===== config.mk =====
export PLATFORM = sky130hd
export DESIGN_NAME = url_path_percent_decoder_unit
export DESIGN_NICKNAME = d
export VERILOG_FILES = /design/src/design/upd_pkg.sv /design/src/design/url_path_percent_decoder_unit.sv
export SDC_FILE = /design/constraint.sdc
export NUM_CORES = 1
export LEC_CHECK = 0
export BUFFER_PORTS_ARGS = -buffer_cell sky130_fd_sc_hd__buf_4
export CORE_UTILIZATION = 53
export CTS_CLUSTER_SIZE = 28
export DETAILED_ROUTE_END_ITERATION = 6
export GPL_TIMING_DRIVEN = 0
export PLACE_DENSITY_LB_ADDON = 0.08
export SLEW_MARGIN = 10
export SYNTH_ARGS = -nofsm -noshare
export SYNTH_HDL_FRONTEND = slang
export SYNTH_SLANG_ARGS = --single-unit

===== constraint.sdc =====
create_clock -name clk -period 3 [get_ports clk]
set_input_delay 0.3 -clock clk [delete_from_list [all_inputs] [get_ports clk]]
set_output_delay 0.3 -clock clk [all_outputs]
set_load 0.02 [all_outputs]

===== src/design/upd_pkg.sv =====
package upd_pkg;

  // parse phases
  localparam logic [1:0] PH_PATH = 2'd0;
  localparam logic [1:0] PH_HIGH = 2'd1;
  localparam logic [1:0] PH_LOW  = 2'd2;
  localparam logic [1:0] PH_SKIP = 2'd3;

  // status codes
  localparam logic [2:0] ST_OK         = 3'd0;
  localparam logic [2:0] ST_NOT_ROOTED = 3'd1;
  localparam logic [2:0] ST_BAD_ESCAPE = 3'd2;
  localparam logic [2:0] ST_FORBIDDEN  = 3'd3;
  localparam logic [2:0] ST_DOT_DOT    = 3'd4;

  // characters of interest
  localparam logic [7:0] CH_SLASH   = 8'h2f;
  localparam logic [7:0] CH_PERCENT = 8'h25;
  localparam logic [7:0] CH_QUEST   = 8'h3f;
  localparam logic [7:0] CH_DOT     = 8'h2e;
  localparam logic [7:0] CH_BSLASH  = 8'h5c;
  localparam logic [7:0] CH_NUL     = 8'h00;

  // length of the "index.html" extension
  localparam int unsigned IDX_LEN = 10;
  localparam int unsigned IDX_W   = $clog2(IDX_LEN + 1);

  // one character of "index.html"
  function automatic logic [7:0] idx_char(input logic [IDX_W-1:0] i);
    logic [7:0] c;
    case (i)
      4'd0:    c = 8'h69; // i
      4'd1:    c = 8'h6e; // n
      4'd2:    c = 8'h64; // d
      4'd3:    c = 8'h65; // e
      4'd4:    c = 8'h78; // x
      4'd5:    c = 8'h2e; // .
      4'd6:    c = 8'h68; // h
      4'd7:    c = 8'h74; // t
      4'd8:    c = 8'h6d; // m
      4'd9:    c = 8'h6c; // l
      default: c = 8'h00;
    endcase
    return c;
  endfunction

  // hex digit decode: bit 4 is set when the byte is a hex digit
  function automatic logic [4:0] hex_val(input logic [7:0] c);
    logic [4:0] r;
    r = 5'd0;
    if (c >= 8'h30 && c <= 8'h39) begin
      r = {1'b1, 4'(c - 8'h30)};
    end else if (c >= 8'h61 && c <= 8'h66) begin
      r = {1'b1, 4'(c - 8'h57)};
    end else if (c >= 8'h41 && c <= 8'h46) begin
      r = {1'b1, 4'(c - 8'h37)};
    end
    return r;
  endfunction

  // keep the smallest nonzero status
  function automatic logic [2:0] err_latch(input logic [2:0] cur, input logic [2:0] code);
    logic [2:0] r;
    r = cur;
    if (cur == ST_OK || code < cur) begin
      r = code;
    end
    return r;
  endfunction

endpackage


===== src/design/url_path_percent_decoder_unit.sv =====
// URL path percent decoder.
// Input stream: one raw byte of a request target per transfer on in_tdata,
// in_tlast on the final byte. Result stream: out_tuser = 1 marks a decoded
// path byte in out_tdata[7:0]; out_tlast = 1 marks the closing status item
// with the status in out_tdata[10:8] (0 ok, 1 not rooted, 2 bad escape,
// 3 forbidden byte, 4 dot-dot segment). Everything from the first '?' is
// dropped, %XX escapes are decoded, and a path that is just "/" is followed
// by "index.html" when the status is ok. Bytes are sent as they form;
// discard them when the status is nonzero.
// A decoded byte is registered, so it appears in the cycle after its input transfer.
// Throughput: one input byte per cycle while the output is taken. After a
// last byte, input is held off while the tail (up to ten extension bytes
// and the status item) goes out, one result per cycle while it is taken.
// Reset clears the decoder to the start of a new target with no output
// pending. When the receiver stalls, the output register holds its item and
// in_tready drops, so nothing is lost.
module url_path_percent_decoder_unit
  import upd_pkg::*;
(
  input  logic        clk,
  input  logic        rst_n,
  input  logic        in_tvalid,
  output logic        in_tready,
  input  logic [7:0]  in_tdata,   // [7:0] ch
  input  logic        in_tlast,
  output logic        out_tvalid,
  input  logic        out_tready,
  output logic [15:0] out_tdata,  // [7:0] out_char, [10:8] status, rest zero
  output logic        out_tuser,  // [0] char_valid
  output logic        out_tlast
);

  // decoder state
  logic [1:0] phase_r, phase_nxt;
  logic       at_start_r, at_start_nxt;
  logic [3:0] hi_nib_r, hi_nib_nxt;
  logic [1:0] seg_len_r, seg_len_nxt;
  logic       seg_dots_r, seg_dots_nxt;
  logic [1:0] dcnt_r, dcnt_nxt;
  logic [2:0] err_r, err_nxt;

  // tail sequencer
  logic             tail_busy_r, tail_busy_nxt;
  logic             tail_idx_r, tail_idx_nxt;
  logic [IDX_W-1:0] tail_cnt_r, tail_cnt_nxt;
  logic [2:0]       tail_st_r, tail_st_nxt;

  // output register
  logic       out_valid_r, out_valid_nxt;
  logic [7:0] out_char_r, out_char_nxt;
  logic       out_cv_r, out_cv_nxt;
  logic       out_done_r, out_done_nxt;
  logic [2:0] out_st_r, out_st_nxt;

  logic out_free;
  logic in_acc;
  logic emit;
  logic [7:0] emit_b;
  logic [4:0] hx;
  logic [2:0] fin_err;
  logic       fin_idx;

  assign out_free  = !out_valid_r || out_tready;
  assign in_tready = !tail_busy_r && out_free;
  assign in_acc    = in_tvalid && in_tready;
  assign hx        = hex_val(in_tdata);

  // per-byte decode
  always_comb begin
    phase_nxt    = phase_r;
    at_start_nxt = at_start_r;
    hi_nib_nxt   = hi_nib_r;
    seg_len_nxt  = seg_len_r;
    seg_dots_nxt = seg_dots_r;
    dcnt_nxt     = dcnt_r;
    err_nxt      = err_r;
    emit         = 1'b0;
    emit_b       = in_tdata;
    fin_err      = ST_OK;
    fin_idx      = 1'b0;

    // phase step
    if (at_start_r) begin
      at_start_nxt = 1'b0;
      if (in_tdata == CH_SLASH) begin
        emit = 1'b1;
      end else begin
        err_nxt   = err_latch(err_nxt, ST_NOT_ROOTED);
        phase_nxt = PH_SKIP;
      end
    end else begin
      case (phase_r)
        PH_PATH: begin
          if (in_tdata == CH_QUEST) begin
            phase_nxt = PH_SKIP;
          end else if (in_tdata == CH_PERCENT) begin
            phase_nxt = PH_HIGH;
          end else begin
            emit = 1'b1;
          end
        end
        PH_HIGH: begin
          if (!hx[4]) begin
            err_nxt   = err_latch(err_nxt, ST_BAD_ESCAPE);
            phase_nxt = PH_SKIP;
          end else begin
            hi_nib_nxt = hx[3:0];
            phase_nxt  = PH_LOW;
          end
        end
        PH_LOW: begin
          if (!hx[4]) begin
            err_nxt   = err_latch(err_nxt, ST_BAD_ESCAPE);
            phase_nxt = PH_SKIP;
          end else begin
            phase_nxt = PH_PATH;
            emit      = 1'b1;
            emit_b    = {hi_nib_r, hx[3:0]};
          end
        end
        default: begin
        end
      endcase
    end

    // segment and count tracking for a decoded byte
    if (emit) begin
      if (emit_b == CH_BSLASH || emit_b == CH_NUL) begin
        err_nxt = err_latch(err_nxt, ST_FORBIDDEN);
      end
      if (emit_b == CH_SLASH) begin
        if (dcnt_r != 2'd0 && seg_len_r == 2'd2 && seg_dots_r) begin
          err_nxt = err_latch(err_nxt, ST_DOT_DOT);
        end
        seg_len_nxt  = 2'd0;
        seg_dots_nxt = 1'b1;
      end else begin
        if (seg_len_r != 2'd3) begin
          seg_len_nxt = seg_len_r + 2'd1;
        end
        if (emit_b != CH_DOT) begin
          seg_dots_nxt = 1'b0;
        end
      end
      if (dcnt_r != 2'd3) begin
        dcnt_nxt = dcnt_r + 2'd1;
      end
    end

    // end of target checks, then back to the start state
    if (in_tlast) begin
      fin_err = err_nxt;
      if (phase_nxt == PH_HIGH || phase_nxt == PH_LOW) begin
        fin_err = err_latch(fin_err, ST_BAD_ESCAPE);
      end
      if (dcnt_nxt != 2'd0 && seg_len_nxt == 2'd2 && seg_dots_nxt) begin
        fin_err = err_latch(fin_err, ST_DOT_DOT);
      end
      fin_idx      = (fin_err == ST_OK) && (dcnt_nxt == 2'd1);
      phase_nxt    = PH_PATH;
      at_start_nxt = 1'b1;
      hi_nib_nxt   = 4'd0;
      seg_len_nxt  = 2'd0;
      seg_dots_nxt = 1'b1;
      dcnt_nxt     = 2'd0;
      err_nxt      = ST_OK;
    end
  end

  // output register and tail sequencing
  always_comb begin
    tail_busy_nxt = tail_busy_r;
    tail_idx_nxt  = tail_idx_r;
    tail_cnt_nxt  = tail_cnt_r;
    tail_st_nxt   = tail_st_r;
    out_valid_nxt = out_valid_r;
    out_char_nxt  = out_char_r;
    out_cv_nxt    = out_cv_r;
    out_done_nxt  = out_done_r;
    out_st_nxt    = out_st_r;

    if (tail_busy_r && out_free) begin
      out_valid_nxt = 1'b1;
      if (tail_idx_r && tail_cnt_r < IDX_W'(IDX_LEN)) begin
        out_char_nxt = idx_char(tail_cnt_r);
        out_cv_nxt   = 1'b1;
        out_done_nxt = 1'b0;
        out_st_nxt   = ST_OK;
        tail_cnt_nxt = tail_cnt_r + IDX_W'(1);
      end else begin
        out_char_nxt  = 8'd0;
        out_cv_nxt    = 1'b0;
        out_done_nxt  = 1'b1;
        out_st_nxt    = tail_st_r;
        tail_busy_nxt = 1'b0;
      end
    end else if (in_acc && emit) begin
      out_valid_nxt = 1'b1;
      out_char_nxt  = emit_b;
      out_cv_nxt    = 1'b1;
      out_done_nxt  = 1'b0;
      out_st_nxt    = ST_OK;
    end else if (out_free) begin
      out_valid_nxt = 1'b0;
    end

    // a last byte arms the tail
    if (in_acc && in_tlast) begin
      tail_busy_nxt = 1'b1;
      tail_idx_nxt  = fin_idx;
      tail_cnt_nxt  = '0;
      tail_st_nxt   = fin_err;
    end
  end

  // control registers
  always_ff @(posedge clk) begin
    if (!rst_n) begin
      phase_r     <= PH_PATH;
      at_start_r  <= 1'b1;
      hi_nib_r    <= 4'd0;
      seg_len_r   <= 2'd0;
      seg_dots_r  <= 1'b1;
      dcnt_r      <= 2'd0;
      err_r       <= ST_OK;
      tail_busy_r <= 1'b0;
      out_valid_r <= 1'b0;
    end else begin
      if (in_acc) begin
        phase_r    <= phase_nxt;
        at_start_r <= at_start_nxt;
        hi_nib_r   <= hi_nib_nxt;
        seg_len_r  <= seg_len_nxt;
        seg_dots_r <= seg_dots_nxt;
        dcnt_r     <= dcnt_nxt;
        err_r      <= err_nxt;
      end
      tail_busy_r <= tail_busy_nxt;
      out_valid_r <= out_valid_nxt;
    end
  end

  // payload registers
  always_ff @(posedge clk) begin
    tail_idx_r <= tail_idx_nxt;
    tail_cnt_r <= tail_cnt_nxt;
    tail_st_r  <= tail_st_nxt;
    out_char_r <= out_char_nxt;
    out_cv_r   <= out_cv_nxt;
    out_done_r <= out_done_nxt;
    out_st_r   <= out_st_nxt;
  end

  assign out_tvalid = out_valid_r;
  assign out_tdata  = {5'd0, out_st_r, out_char_r};
  assign out_tuser  = out_cv_r;
  assign out_tlast  = out_done_r;

  // no input is taken while the tail is going out
  a_tail_blocks_input: assert property (@(posedge clk) disable iff (!rst_n)
    tail_busy_r |-> !in_tready)
    else $error("input accepted during tail");

  // a status item carries no byte and a byte item carries no status
  a_item_kind: assert property (@(posedge clk) disable iff (!rst_n)
    out_valid_r |-> (out_cv_r != out_done_r) && (out_cv_r || out_char_r == 8'd0)
      && (out_done_r || out_st_r == ST_OK))
    else $error("malformed result item");

  // extension bytes only follow an ok status
  a_idx_ok: assert property (@(posedge clk) disable iff (!rst_n)
    tail_busy_r && tail_idx_r |-> tail_st_r == ST_OK)
    else $error("extension armed with error status");

  // while the status item is being taken, the tail is idle
  a_done_ends_tail: assert property (@(posedge clk) disable iff (!rst_n)
    out_valid_r && out_done_r && out_tready |-> !tail_busy_r)
    else $error("tail still busy after status");

endmodule

; ---- After elaboration in Yosys (flattened, before gate mapping)
; Memory sizes are Yosys's and may differ from the RTL's. A register that Yosys moved wholly into a read port is not among the register bits.
; Cells that the tools add are included.
[classes]
n_reduce_logical = 44
n_eq_ne = 17
n_addsub = 6
n_lt_le_gt_ge = 13
mux = 76
[op_table]
columns = operator, count
row1 = 3-bit two-way mux, 23
row2 = 8-bit two-way mux, 6
row3 = "8-bit by 6-bit == test with 1-bit output, second input constant", 4
row4 = 2-bit two-way mux, 13
row5 = 4-bit two-way mux, 6
row6 = 1-bit two-way mux, 23
row7 = 3-bit zero test, 6
row8 = "8-bit by 7-bit greater-or-equal comparator with 1-bit output, second input constant", 2
row9 = "8-bit by 7-bit less-or-equal comparator with 1-bit output, second input constant", 2
row10 = 5-bit two-way mux, 3
row11 = 1-bit logical AND, 14
row12 = 2-bit nonzero test, 6
row13 = 1-bit logical OR, 9
row14 = "2-bit by 3-bit < comparator with 1-bit output, first input constant", 3
row15 = "2-bit == test, second input constant", 4
row16 = "8-bit by 7-bit == test with 1-bit output, second input constant", 1
row17 = "8-bit by 6-bit greater-or-equal comparator with 1-bit output, second input constant", 1
row18 = "8-bit by 6-bit less-or-equal comparator with 1-bit output, second input constant", 1
row19 = 8-bit zero test, 1
row20 = "8-bit by 6-bit != test with 1-bit output, second input constant", 1
row21 = "4-bit by 3-bit subtractor with 4-bit output, second input constant", 2
row22 = "2-bit by 1-bit == test with 1-bit output, second input constant", 3
row23 = "3-bit < comparator, first input constant", 2
row24 = "2-bit != test, second input constant", 3
row25 = 14 further kinds, 17
[word_totals]
input_bits = 13
memories = 1
rom_bits = 112
elab_cells = 173
reg_bits = 38
[memory_table]
columns = name, depth, width, read_ports, rd_clocked_by_memory_dff, wr, line_no
row1 = (no name shown), 16, 7, 1, 1, 0, upd_pkg.sv:31  ; case (i)

; ---- Depth between registers and ports, before layout
; Gate-level depths: netlist of the first run.
[depth]
word_depth = 31
mapped_depth = 12
depth_no_buf = 10

; ---- Worst setup path before layout of the first run
; Ideal clock, no wire load.
[synth_timing]
path_kind = register to register
start = reg phase_r[0]
end = reg out_char_r[0], enable pin
stages_incl_launch_ff = 10
synth_period_minus_slack_ns = 3.125
n_path_buf = 2
path_slack_ns = -0.125
t_arrival_ns = 2.724
cell_sequence = dfxtp_1 -> inv_1 -> ha_1 -> nor2b_1 -> clkbuf_1 -> nor4b_4 -> buf_4 -> a21oi_2 -> and2_1 -> o21ai_0
[synth_between]
elab_chain_len = 5
elab_cells_between_ends = 6
cone_classes = eq/ne (1) / mux (2) / reduce/logical (3)
[synth_lines]
columns = item, line_no
row1 = start: declaration, url_path_percent_decoder_unit.sv:34  ; logic [1:0] phase_r, phase_nxt;
row2 = start signal: assignment, url_path_percent_decoder_unit.sv:230  ; phase_r <= phase_nxt;
row3 = 2-bit == test / 2-bit zero test (equally long branches), url_path_percent_decoder_unit.sv:92  ; case (phase_r)
row4 = 1-bit case mux with 2 select lines (*), url_path_percent_decoder_unit.sv:92
row5 = 1-bit two-way mux (*), url_path_percent_decoder_unit.sv:83  ; if (at_start_r) begin
row6 = 1-bit logical AND (*), url_path_percent_decoder_unit.sv:197  ; end else if (in_acc && emit) begin
row7 = 2-bit nonzero test (no line) (*), --
row8 = end signal: assignment, url_path_percent_decoder_unit.sv:248  ; out_char_r <= out_char_nxt;
row9 = end: declaration, url_path_percent_decoder_unit.sv:50  ; logic [7:0] out_char_r, out_char_nxt;
; Every way passes the cells marked *; elsewhere a longest branch is shown, timed or not.
; A chain may end at the register's enable or synchronous reset.

; ---- Worst setup path in the final report of the first run
[layout_timing]
start = reg phase_r[1]
end = reg tail_st_r[0] (data pin)
[layout_between]
elab_chain_len = 25
elab_cells_between_ends = 58
cone_classes = order compare (4) / eq/ne (8) / mux (30) / reduce/logical (16)
[layout_lines]
columns = item, line_no
row1 = 2-bit == test / 2-bit by 1-bit == test with 1-bit output (equally long branches), url_path_percent_decoder_unit.sv:92
row2 = 2-bit OR reduction (no line), --
row3 = 3-bit two-way mux, --
row4 = 3-bit two-way mux, url_path_percent_decoder_unit.sv:83
row5 = 2-bit by 3-bit < comparator with 1-bit output / 3-bit zero test (equally long branches), upd_pkg.sv:65  ; if (cur == ST_OK || code < cur) begin
row6 = 1-bit logical OR, upd_pkg.sv:65
row7 = 3-bit two-way mux, upd_pkg.sv:65
row8 = 3-bit two-way mux, url_path_percent_decoder_unit.sv:128  ; if (emit_b == CH_BSLASH || emit_b == CH_NUL) begin
row9 = [... 9 more ...], --
row10 = 3-bit two-way mux, upd_pkg.sv:65
row11 = 3-bit two-way mux, url_path_percent_decoder_unit.sv:153  ; if (phase_nxt == PH_HIGH || phase_nxt == PH_LOW) begin
row12 = 3-bit two-way mux, url_path_percent_decoder_unit.sv:151  ; if (in_tlast) begin
row13 = 3-bit < comparator / 3-bit zero test (equally long branches), upd_pkg.sv:65
row14 = 1-bit logical OR, upd_pkg.sv:65
row15 = 3-bit two-way mux, upd_pkg.sv:65
row16 = 3-bit two-way mux (*), url_path_percent_decoder_unit.sv:156  ; if (dcnt_nxt != 2'd0 && seg_len_nxt == 2'd2 && seg_dots_nxt) begin
row17 = 3-bit two-way mux (*), url_path_percent_decoder_unit.sv:151
row18 = end signal: assignment, url_path_percent_decoder_unit.sv:247  ; tail_st_r <= tail_st_nxt;
row19 = end: declaration, url_path_percent_decoder_unit.sv:46  ; logic [2:0] tail_st_r, tail_st_nxt;
; Every way passes the cells marked *; elsewhere a longest branch is shown, timed or not. The select of a mux whose other input is x is not followed.

==> results.py, run 1 <==
metrics = {
    "cells_and_area": {
        "syn2layout_area_growth_pct": 21.8,
        "nFillCells": 424,
        "drive_gt1_frac": 0.238,
        "fin_nets": 408,
        "final_common_cell": "buf_4",
        "layout_common_cells": "45 x buf_4, 33 x nand2_1, 28 x nor2_1, 26 x dfxtp_1, 17 x edfxtp_1",
        "final_cell_count_no_fill": 453,
        "antenna_cells": 0,
    },
    "worst_setup_path": {
        "cp.arrival_ns": 2.95,
        "worstSetupEndpointType": "flip-flop",
        "path_buf_inv": 2,
        "rr_worst_depth": 11,
        "crit_fanout": 7,
        "cp_cell_sequence": "ha_2 -> nor2b_1 -> buf_4 -> nor4b_4 -> buf_6 -> xnor2_4 -> and3_4 -> a31oi_2 -> or4_4 -> a21oi_2 -> and4b_1",
        "startpoint_type": "flip-flop",
        "required_ns": 3.06,
        "crit_cells": 11,
        "crit_slowest_cell": "or4_4",
        "slowest_delay_ns": 0.50,
        "path_class": "flip-flop to flip-flop",
        "crit_family": "simple AND/OR/NAND/NOR gates",
    },
    "timing": {
        "maxSlewViolCount": 0,
        "period_needed_ns": 2.90,
        "timing.final.crit_share": 0.965,
        "worst_slew_pin_slew_ns": 0.660,
        "max_freq_mhz": 345,
        "layout_setup_ws_ns": 0.104,
        "fin_skew_ns": 0.00278,
        "finalSetupViolations": 0,
        "finalHoldViolCount": 0,
        "tns_ns": 0,
        "slew_headroom": 0.560,
    },
    "synth": {
        "async_flop_share": 0,
        "seq_area_frac_synth": 0.365,
        "synth-main-ff-cell": "dfxtp_1",
        "yosysTopAreaCell": "dfxtp_1",
        "yosysWarnings": 0,
        "syn_area_mm2": 0.00294,
        "synth.distinct_cells": 65,
        "synth_edf_count": 17,
        "syn_inst": 331,
        "ys_ff_latch": 45,
        "yosysTopAreaCellShare": 0.191,
        "syn_area_per_cell_um2": 8.87,
        "yosys-top-cells-area": "dfxtp_1 19%, edfxtp_1 17%, ha_1 5.5%",
    },
    "routing": {
        "via_count": 2622,
        "drt_iter0_drc": 155,
        "drc_errors": 0,
        "wl_per_cell_um": 15.2,
        "drtPass1Iterations": 4,
        "via_per_inst": 5.79,
        "drt_wl_total_mm": 6.91,
        "detail-route-antenna-nets": 0,
    },
    "die": {
        "die_area_mm2": 0.00584,
        "io_pins": 33,
        "core_area_mm2": 0.00520,
        "die-width_um": 76.4,
        "start_util": 0.564,
        "die-height_um": 76.4,
        "num_rows": 26,
    },
    "power": {
        "peakVddDrop_v": 0.000416,
        "power.density_mw_per_mm2": 414,
        "p_leak_nw": 1.40,
    },
    "global_route": {
        "grt_pass1_vias": 2311,
        "grt_max_degree": 16,
        "grt_overflow_total": 0,
        "antenna_found_initial": 0,
        "grt_usage": 0.240,
        "grt_pass1_wl_mm": 11.1,
    },
    "placed_design": {
        "place_hpwl_mm": 5.04,
        "post-place-cells": 432,
        "preCtsSetupSlack_ns": -0.487,
        "io_buffers": 27,
        "gp_congestion": 0.882,
    },
    "min_path": {
        "hold-path-cell-count": 3,
        "hp-class": "primary input to flip-flop",
    },
    "clock_network": {
        "cts.reportedPaths.clkPinSlew_ns": 0.08,
        "clock_path_buffers": 2,
        "clock_latency_ns": 0.30,
        "cts.htree.levels": 2,
        "cts_root_buf": "clkbuf_8",
        "cts.sinks": 45,
        "cts_tree": "yes",
        "cts_made_buffers": 5,
        "ctsHoldBuffers": 0,
    },
    "outcome": {
        "status": "finished clean",
    },
    "run": {
        "drv_cap": 0,
    },
}
-- area by class of cell --
cell class / instances / area, um^2 / area share
inverters: 17 / 67.6 / 0.0189
plain buffers: 18 / 100 / 0.0280
multi-input cells: 255 / 1840 / 0.515
clock inverters: 3 / 21.3 / 0.00595
well taps: 70 / 87.6 / 0.0245
flip-flops and latches: 45 / 1080 / 0.301
clock buffers: 5 / 68.8 / 0.0192
repair buffers: 40 / 313 / 0.0875
-- where the power goes --
group	total (mW)	internal, mW	switching [mW]
clock	0.373	0.165	0.207
sequential	0.721	0.695	0.0260
combinational	0.386	0.154	0.232
total	1.48	1.01	0.466
-- worst paths after layout --
path	startpoint	end	slack, ns
setup reg to reg	phase_r[1]	tail_st_r[0]	0.10
hold / removal	in_tvalid	out_tvalid	0.28
hold reg to reg	seg_dots_r	seg_dots_r	0.49
setup / recovery	phase_r[1]	tail_st_r[0]	0.10
-- synth_stat cells (9+ instances only) --
library cell   n
a21oi_1       16
nor2_1        28
clkbuf_1      11
edfxtp_1      17
dfxtp_1       28
inv_1         17
ha_1          13
and2_1         9
nor2b_1       10
o21ai_0       15
nand2_1       34
nor3_1         9
-- metrics by stage --
step / util / instance area, um^2 / power, mW / hold slack, ns
floorplan: - / 2950 / 0.980 / 0.428
detailed placement: 0.623 / 3240 / 1.09 / 0.475
global placement: 0.623 / 3240 / 1.09 / 0.471
global route: 0.687 / 3580 / 1.56 / 0.277
finish: 0.687 / 3580 / 1.48 / 0.279
CTS: 0.658 / 3420 / 1.47 / 0.272
-- routing by layer --
layer | track usage | vias up | share of wire
met1 | 0.317 | 1238 | 0.46
met5 | 0 | - | 0
met4 | 0.0712 | 0 | 0.011
met2 | 0.405 | 69 | 0.48
met3 | 0.0347 | 6 | 0.045
li1 | - | 1309 | -
-- logic make-up (layout without fill, tap and decap cells) --
| family | after synthesis | in the layout | share of synthesized area |
|---|---|---|---|
| simple gates | 133 | 133 | 0.254 |
| compound gates | 87 | 87 | 0.217 |
| flops | 45 | 45 | 0.365 |
| buf+inv | 35 | 83 | 0.0529 |
| fa+ha+maj | 13 | 13 | 0.0554 |
| xor+xnor | 9 | 9 | 0.0269 |
| mux | 8 | 8 | 0.0277 |
| other cells | 1 | 5 | 0.00128 |
-- worst register-to-register path: cells and delay by family (launching register included) --
kind | cells | cell delay [ns]
simple gates | 5 | 1.32
flops | 1 | 0.40
buf+inv | 2 | 0.35
compound gates | 2 | 0.25
fa+ha+maj | 1 | 0.22
xor+xnor | 1 | 0.14
-- what timing repair did --
item                       CTS  global route
buffers inserted             6             7
setup endpoints to repair   18            17
resized for setup           11            19
gates cloned                 0             0
pin swaps                    4             5
No activity file was read; power rests on OpenSTA's default activity.
==> run 2: changes to the inputs <==
Settings changed: MAX_ROUTING_LAYER from default to met4.
==> results.py, run 2 (synthesis results as in run 1) <==
metrics = {
    "min_path": {
        "hp-class": "primary input to flip-flop",
        "holdCritStartpoint": "in_tvalid",
    },
    "power": {
        "seq_power_share": 0.487,
        "peakVddDrop_v": 0.000418,
        "comb_power_share": 0.261,
        "power_mw": 1.48,
        "p_int_mw": 1.01,
        "switchingPower_mw": 0.466,
        "pwr-share-clk": 0.252,
        "p_sw_frac": 0.315,
        "power.density_mw_per_mm2": 414,
        "p_leak_nw": 1.40,
    },
    "routing": {
        "drt_iter0_drc": 184,
        "drc_errors": 0,
        "drt_wl_total_mm": 7.00,
        "via_per_inst": 5.85,
        "via_count": 2652,
        "detail-route-antenna-nets": 0,
        "drtPass1Iterations": 5,
        "wl_per_cell_um": 15.4,
    },
    "die": {
        "die-width_um": 76.4,
        "core_area_mm2": 0.00520,
        "die_area_mm2": 0.00584,
        "die-height_um": 76.4,
        "num_rows": 26,
        "io_pins": 33,
        "start_util": 0.564,
    },
    "cells_and_area": {
        "stdcell_area_mm2": 0.00358,
        "nFillCells": 424,
        "antenna_cells": 0,
        "layout_common_cells": "45 x buf_4, 33 x nand2_1, 28 x nor2_1, 26 x dfxtp_1, 17 x edfxtp_1",
        "syn2layout_area_growth_pct": 21.8,
        "drive_gt1_frac": 0.238,
        "final_common_cell": "buf_4",
        "final_cell_count_no_fill": 453,
        "fin_nets": 408,
    },
    "placed_design": {
        "placed_area_mm2": 0.00324,
        "gp_congestion": 0.897,
        "io_buffers": 27,
        "place_hpwl_mm": 5.04,
        "preCtsSetupSlack_ns": -0.487,
        "post-place-cells": 432,
    },
    "global_route": {
        "grt_usage": 0.247,
        "antenna_found_initial": 0,
        "grt_pass1_vias": 2317,
        "grt_pass1_wl_mm": 11.1,
        "grt_max_degree": 16,
        "grt_overflow_total": 0,
    },
    "clock_network": {
        "cts.reportedPaths.clkPinSlew_ns": 0.08,
        "cts_tree": "yes",
        "clock_latency_ns": 0.30,
        "cts.sinks": 45,
        "cts_root_buf": "clkbuf_8",
        "clock_path_buffers": 2,
        "cts.htree.levels": 2,
        "cts_made_buffers": 5,
        "ctsHoldBuffers": 0,
    },
    "worst_setup_path": {
        "startpoint_type": "flip-flop",
        "crit_start": "phase_r[0]",
        "slowest_delay_ns": 0.52,
        "worstSetupEndpointType": "flip-flop",
        "required_ns": 3.06,
        "path_class": "flip-flop to flip-flop",
        "cp_cell_sequence": "inv_2 -> ha_2 -> nor2b_1 -> buf_4 -> nor4b_4 -> buf_6 -> nor3_1 -> o21a_1 -> o211a_1 -> or4_4 -> a21oi_2 -> and4b_1",
        "path_buf_inv": 3,
        "crit_slowest_cell": "or4_4",
        "cp.arrival_ns": 2.95,
        "crit_fanout": 7,
        "crit_family": "simple AND/OR/NAND/NOR gates",
        "reg2reg_from": "phase_r[0]",
    },
    "timing": {
        "fin_skew_ns": 0.00331,
        "worst_hold_slack_ns": 0.279,
        "timing.final.crit_share": 0.964,
        "max_freq_mhz": 346,
        "layout_setup_ws_ns": 0.107,
        "worst_slew_pin_slew_ns": 0.648,
        "finalSetupViolations": 0,
        "slew_headroom": 0.568,
        "period_needed_ns": 2.89,
        "maxSlewViolCount": 0,
        "finalHoldViolCount": 0,
    },
    "outcome": {
        "status": "finished clean",
    },
    "run": {
        "drv_cap": 0,
    },
}
[run 2: cell counts in the layout (fill, tap and decap cells not counted)]
No cell type changed its count.
[run 2: tightest hold or removal path, cell delays in order]
cell	delay (ns)
buf_4	0.12
nand2_1	0.04
a21boi_0	0.07
[run 2: worst paths after layout]
path / to / slack, ns / depth (start not counted)
setup / recovery: tail_st_r[0] / 0.11 / 12
hold / removal: out_tvalid / 0.28 / 3
setup reg to reg: tail_st_r[0] / 0.11 / 12
hold reg to reg: seg_dots_r / 0.49 / 1
[run 2: final cells by class]
class | count | area, um^2 | share of cell area
Tap cell | 70 | 87.6 | 0.0245
Inverter | 17 | 67.6 | 0.0189
Clock buffer | 5 | 68.8 | 0.0192
Timing Repair Buffer | 40 | 313 | 0.0875
Clock inverter | 3 | 21.3 | 0.00595
Multi-Input combinational cell | 255 | 1840 | 0.515
Sequential cell | 45 | 1080 | 0.301
Buffer | 18 | 100 | 0.0280
[run 2: repair_timing]
item | 4_1_cts | 5_1_grt
pin swaps | 4 | 5
gates resized for setup | 11 | 19
endpoints found under the setup margin | 18 | 17
buffers inserted | 6 | 7
[run 2: layer usage]
metal  vias to the layer above  track usage  wire [um]  share of wire
met5                         -            -          0              0
met2                        88        0.407       3340           0.48
met3                         6       0.0347        350          0.050
li1                       1308            -          -              -
met1                      1250        0.315       3220           0.46
met4                         0       0.0712         79          0.011
[run 2: stage by stage]
stage / utilization / TNS, ns
3_5_place_dp: 0.623 / -7.94
3_3_place_gp: 0.623 / -6.46
4_1_cts: 0.658 / 0
6_report: 0.687 / 0
2_1_floorplan: - / 0
5_1_grt: 0.687 / -0.00870
[run 2: power groups by stage]
stage                     clock, mW  sequential (mW)  combinational, mW
after detailed placement          0            0.736              0.357
final                         0.373            0.721              0.387
after global placement            0            0.733              0.353
after global routing          0.406            0.728              0.423
after floorplan                   0            0.753              0.227
after CTS                     0.383            0.722              0.364
==> run 3: changes to the inputs <==
Settings changed: BUFFER_PORTS_ARGS -buffer_cell sky130_fd_sc_hd__buf_4 to default, CORE_UTILIZATION 53 to 58, DONT_BUFFER_PORTS from default to 1.
==> results.py, run 3 (synthesis results as in run 1) <==
metrics = {
    "power": {
        "power.density_mw_per_mm2": 435,
        "peakVddDrop_v": 0.000487,
        "p_leak_nw": 1.25,
    },
    "global_route": {
        "grt_max_degree": 16,
        "grt_pass1_wl_mm": 10.5,
        "antenna_found_initial": 0,
        "use_met1": 0.363,
        "top_usage_layer": "met2",
        "grt_overflow_total": 0,
        "grt_util_met3": 0.0566,
        "grt_usage": 0.269,
        "grt_use_met2": 0.409,
        "grt_pass1_vias": 2147,
    },
    "clock_network": {
        "cts_made_buffers": 5,
        "cts.htree.levels": 2,
        "cts_root_buf": "clkbuf_8",
        "cts.reportedPaths.clkPinSlew_ns": 0.09,
        "clock_latency_ns": 0.30,
        "cts.sinks": 45,
        "cts_tree": "yes",
        "clock_path_buffers": 2,
    },
    "die": {
        "die-width_um": 73.1,
        "io_pins": 33,
        "die-height_um": 73.1,
        "num_rows": 25,
        "core_area_mm2": 0.00479,
        "die_area_mm2": 0.00535,
        "start_util": 0.613,
    },
    "worst_setup_path": {
        "startpoint_type": "flip-flop",
        "cp.arrival_ns": 2.96,
        "cp_cell_sequence": "inv_4 -> ha_4 -> nor2b_4 -> buf_4 -> nor4b_4 -> buf_6 -> buf_4 -> o31ai_2 -> o211a_1 -> or4_4 -> a21oi_2 -> and4b_1",
        "slowest_delay_ns": 0.53,
        "crit_fanout": 7,
        "crit_slowest_cell": "or4_4",
        "path_class": "flip-flop to flip-flop",
        "path_common_cell": "buf_4",
        "required_ns": 3.06,
        "worstSetupEndpointType": "flip-flop",
    },
    "run": {
        "drv_cap": 0,
    },
    "min_path": {
        "hp-class": "primary input to flip-flop",
    },
    "placed_design": {
        "io_buffers": 0,
        "gp_congestion": 0.873,
        "preCtsSetupSlack_ns": -0.322,
        "place_hpwl_mm": 4.84,
    },
    "timing": {
        "worst_hold_slack_ns": 0.136,
        "max_freq_mhz": 345,
        "maxSlewViolCount": 0,
        "finalHoldViolCount": 0,
        "period_needed_ns": 2.90,
        "timing.final.crit_share": 0.966,
        "finalSetupViolations": 0,
        "rsz0062_at_grt": "false",
        "layout_setup_ws_ns": 0.101,
        "worst_slew_pin_slew_ns": 0.658,
        "slew_headroom": 0.561,
        "fin_skew_ns": 0.00825,
    },
    "cells_and_area": {
        "drive_gt1_frac": 0.148,
        "syn2layout_area_growth_pct": 11.3,
        "final_common_cell": "nand2_1",
        "fin_nets": 376,
        "layout_common_cells": "34 x nand2_1, 28 x nor2_1, 26 x dfxtp_1, 17 x edfxtp_1, 16 x inv_1",
        "fin_util": 0.682,
        "antenna_cells": 0,
    },
    "routing": {
        "drc_errors": 0,
        "via_count": 2492,
        "via_per_inst": 5.96,
        "drtPass1Iterations": 4,
        "drt_iter0_drc": 224,
        "drt_wl_total_mm": 6.59,
        "detail-route-antenna-nets": 0,
        "wl_per_cell_um": 15.8,
    },
    "outcome": {
        "status": "finished clean",
    },
}
==> run 3: stage by stage <==
stage / TNS, ns / total power, mW / std cells / area (um^2)
after floorplan: 0 / 0.980 / 335 / 2950
after global placement: -5.17 / 1.04 / 402 / 3040
after detailed placement: -5.00 / 1.04 / 402 / 3040
after CTS: 0 / 1.42 / 416 / 3200
after global routing: 0 / 1.50 / 418 / 3270
final: 0 / 1.42 / 418 / 3270
==> run 3: per-layer routing <==
metal | vias up | wire [um]
met5 | - | 0
met4 | 0 | 59
met3 | 4 | 361
met2 | 76 | 3080
met1 | 1171 | 3090
li1 | 1241 | -
==> run 3: power by group <==
part | internal (mW) | switching (mW) | total [mW]
Sequential | 0.696 | 0.0500 | 0.746
Combinational | 0.113 | 0.184 | 0.297
Clock | 0.165 | 0.211 | 0.376
==> run 3: path summary, 6_finish.rpt <==
| check | from | endpoint | slack (ns) | cells after the start |
|---|---|---|---|---|
| hold / removal | rst_n | hi_nib_r[3] | 0.14 | 1 |
| setup reg to reg | phase_r[0] | tail_st_r[0] | 0.10 | 12 |
| hold reg to reg | seg_dots_r | seg_dots_r | 0.49 | 1 |
| setup / recovery | phase_r[0] | tail_st_r[0] | 0.10 | 12 |
==> run 3: repair_timing <==
item	4_1_cts	5_1_grt
pin swaps	4	1
setup endpoints to repair	18	17
setup buffers	6	2
gates resized for setup	8	13
hold buffers	0	0
==> run 3: worst max-delay path, delay by kind of cell (launching register included) <==
family / cells / cell delay [ns]
simple gates: 4 / 1.15
compound gates: 3 / 0.51
buf+inv: 4 / 0.49
flops: 1 / 0.37
fa+ha+maj: 1 / 0.14
==> run 3: final cells by class <==
cell class | count | area [um^2]
Tap cell | 67 | 83.8
Clock buffer | 5 | 68.8
Fill cell | 410 | 1520
Sequential cell | 45 | 1080
Clock inverter | 3 | 21.3
Multi-Input combinational cell | 255 | 1790
Inverter | 17 | 66.3
Buffer | 18 | 100
Timing Repair Buffer | 8 | 60.1
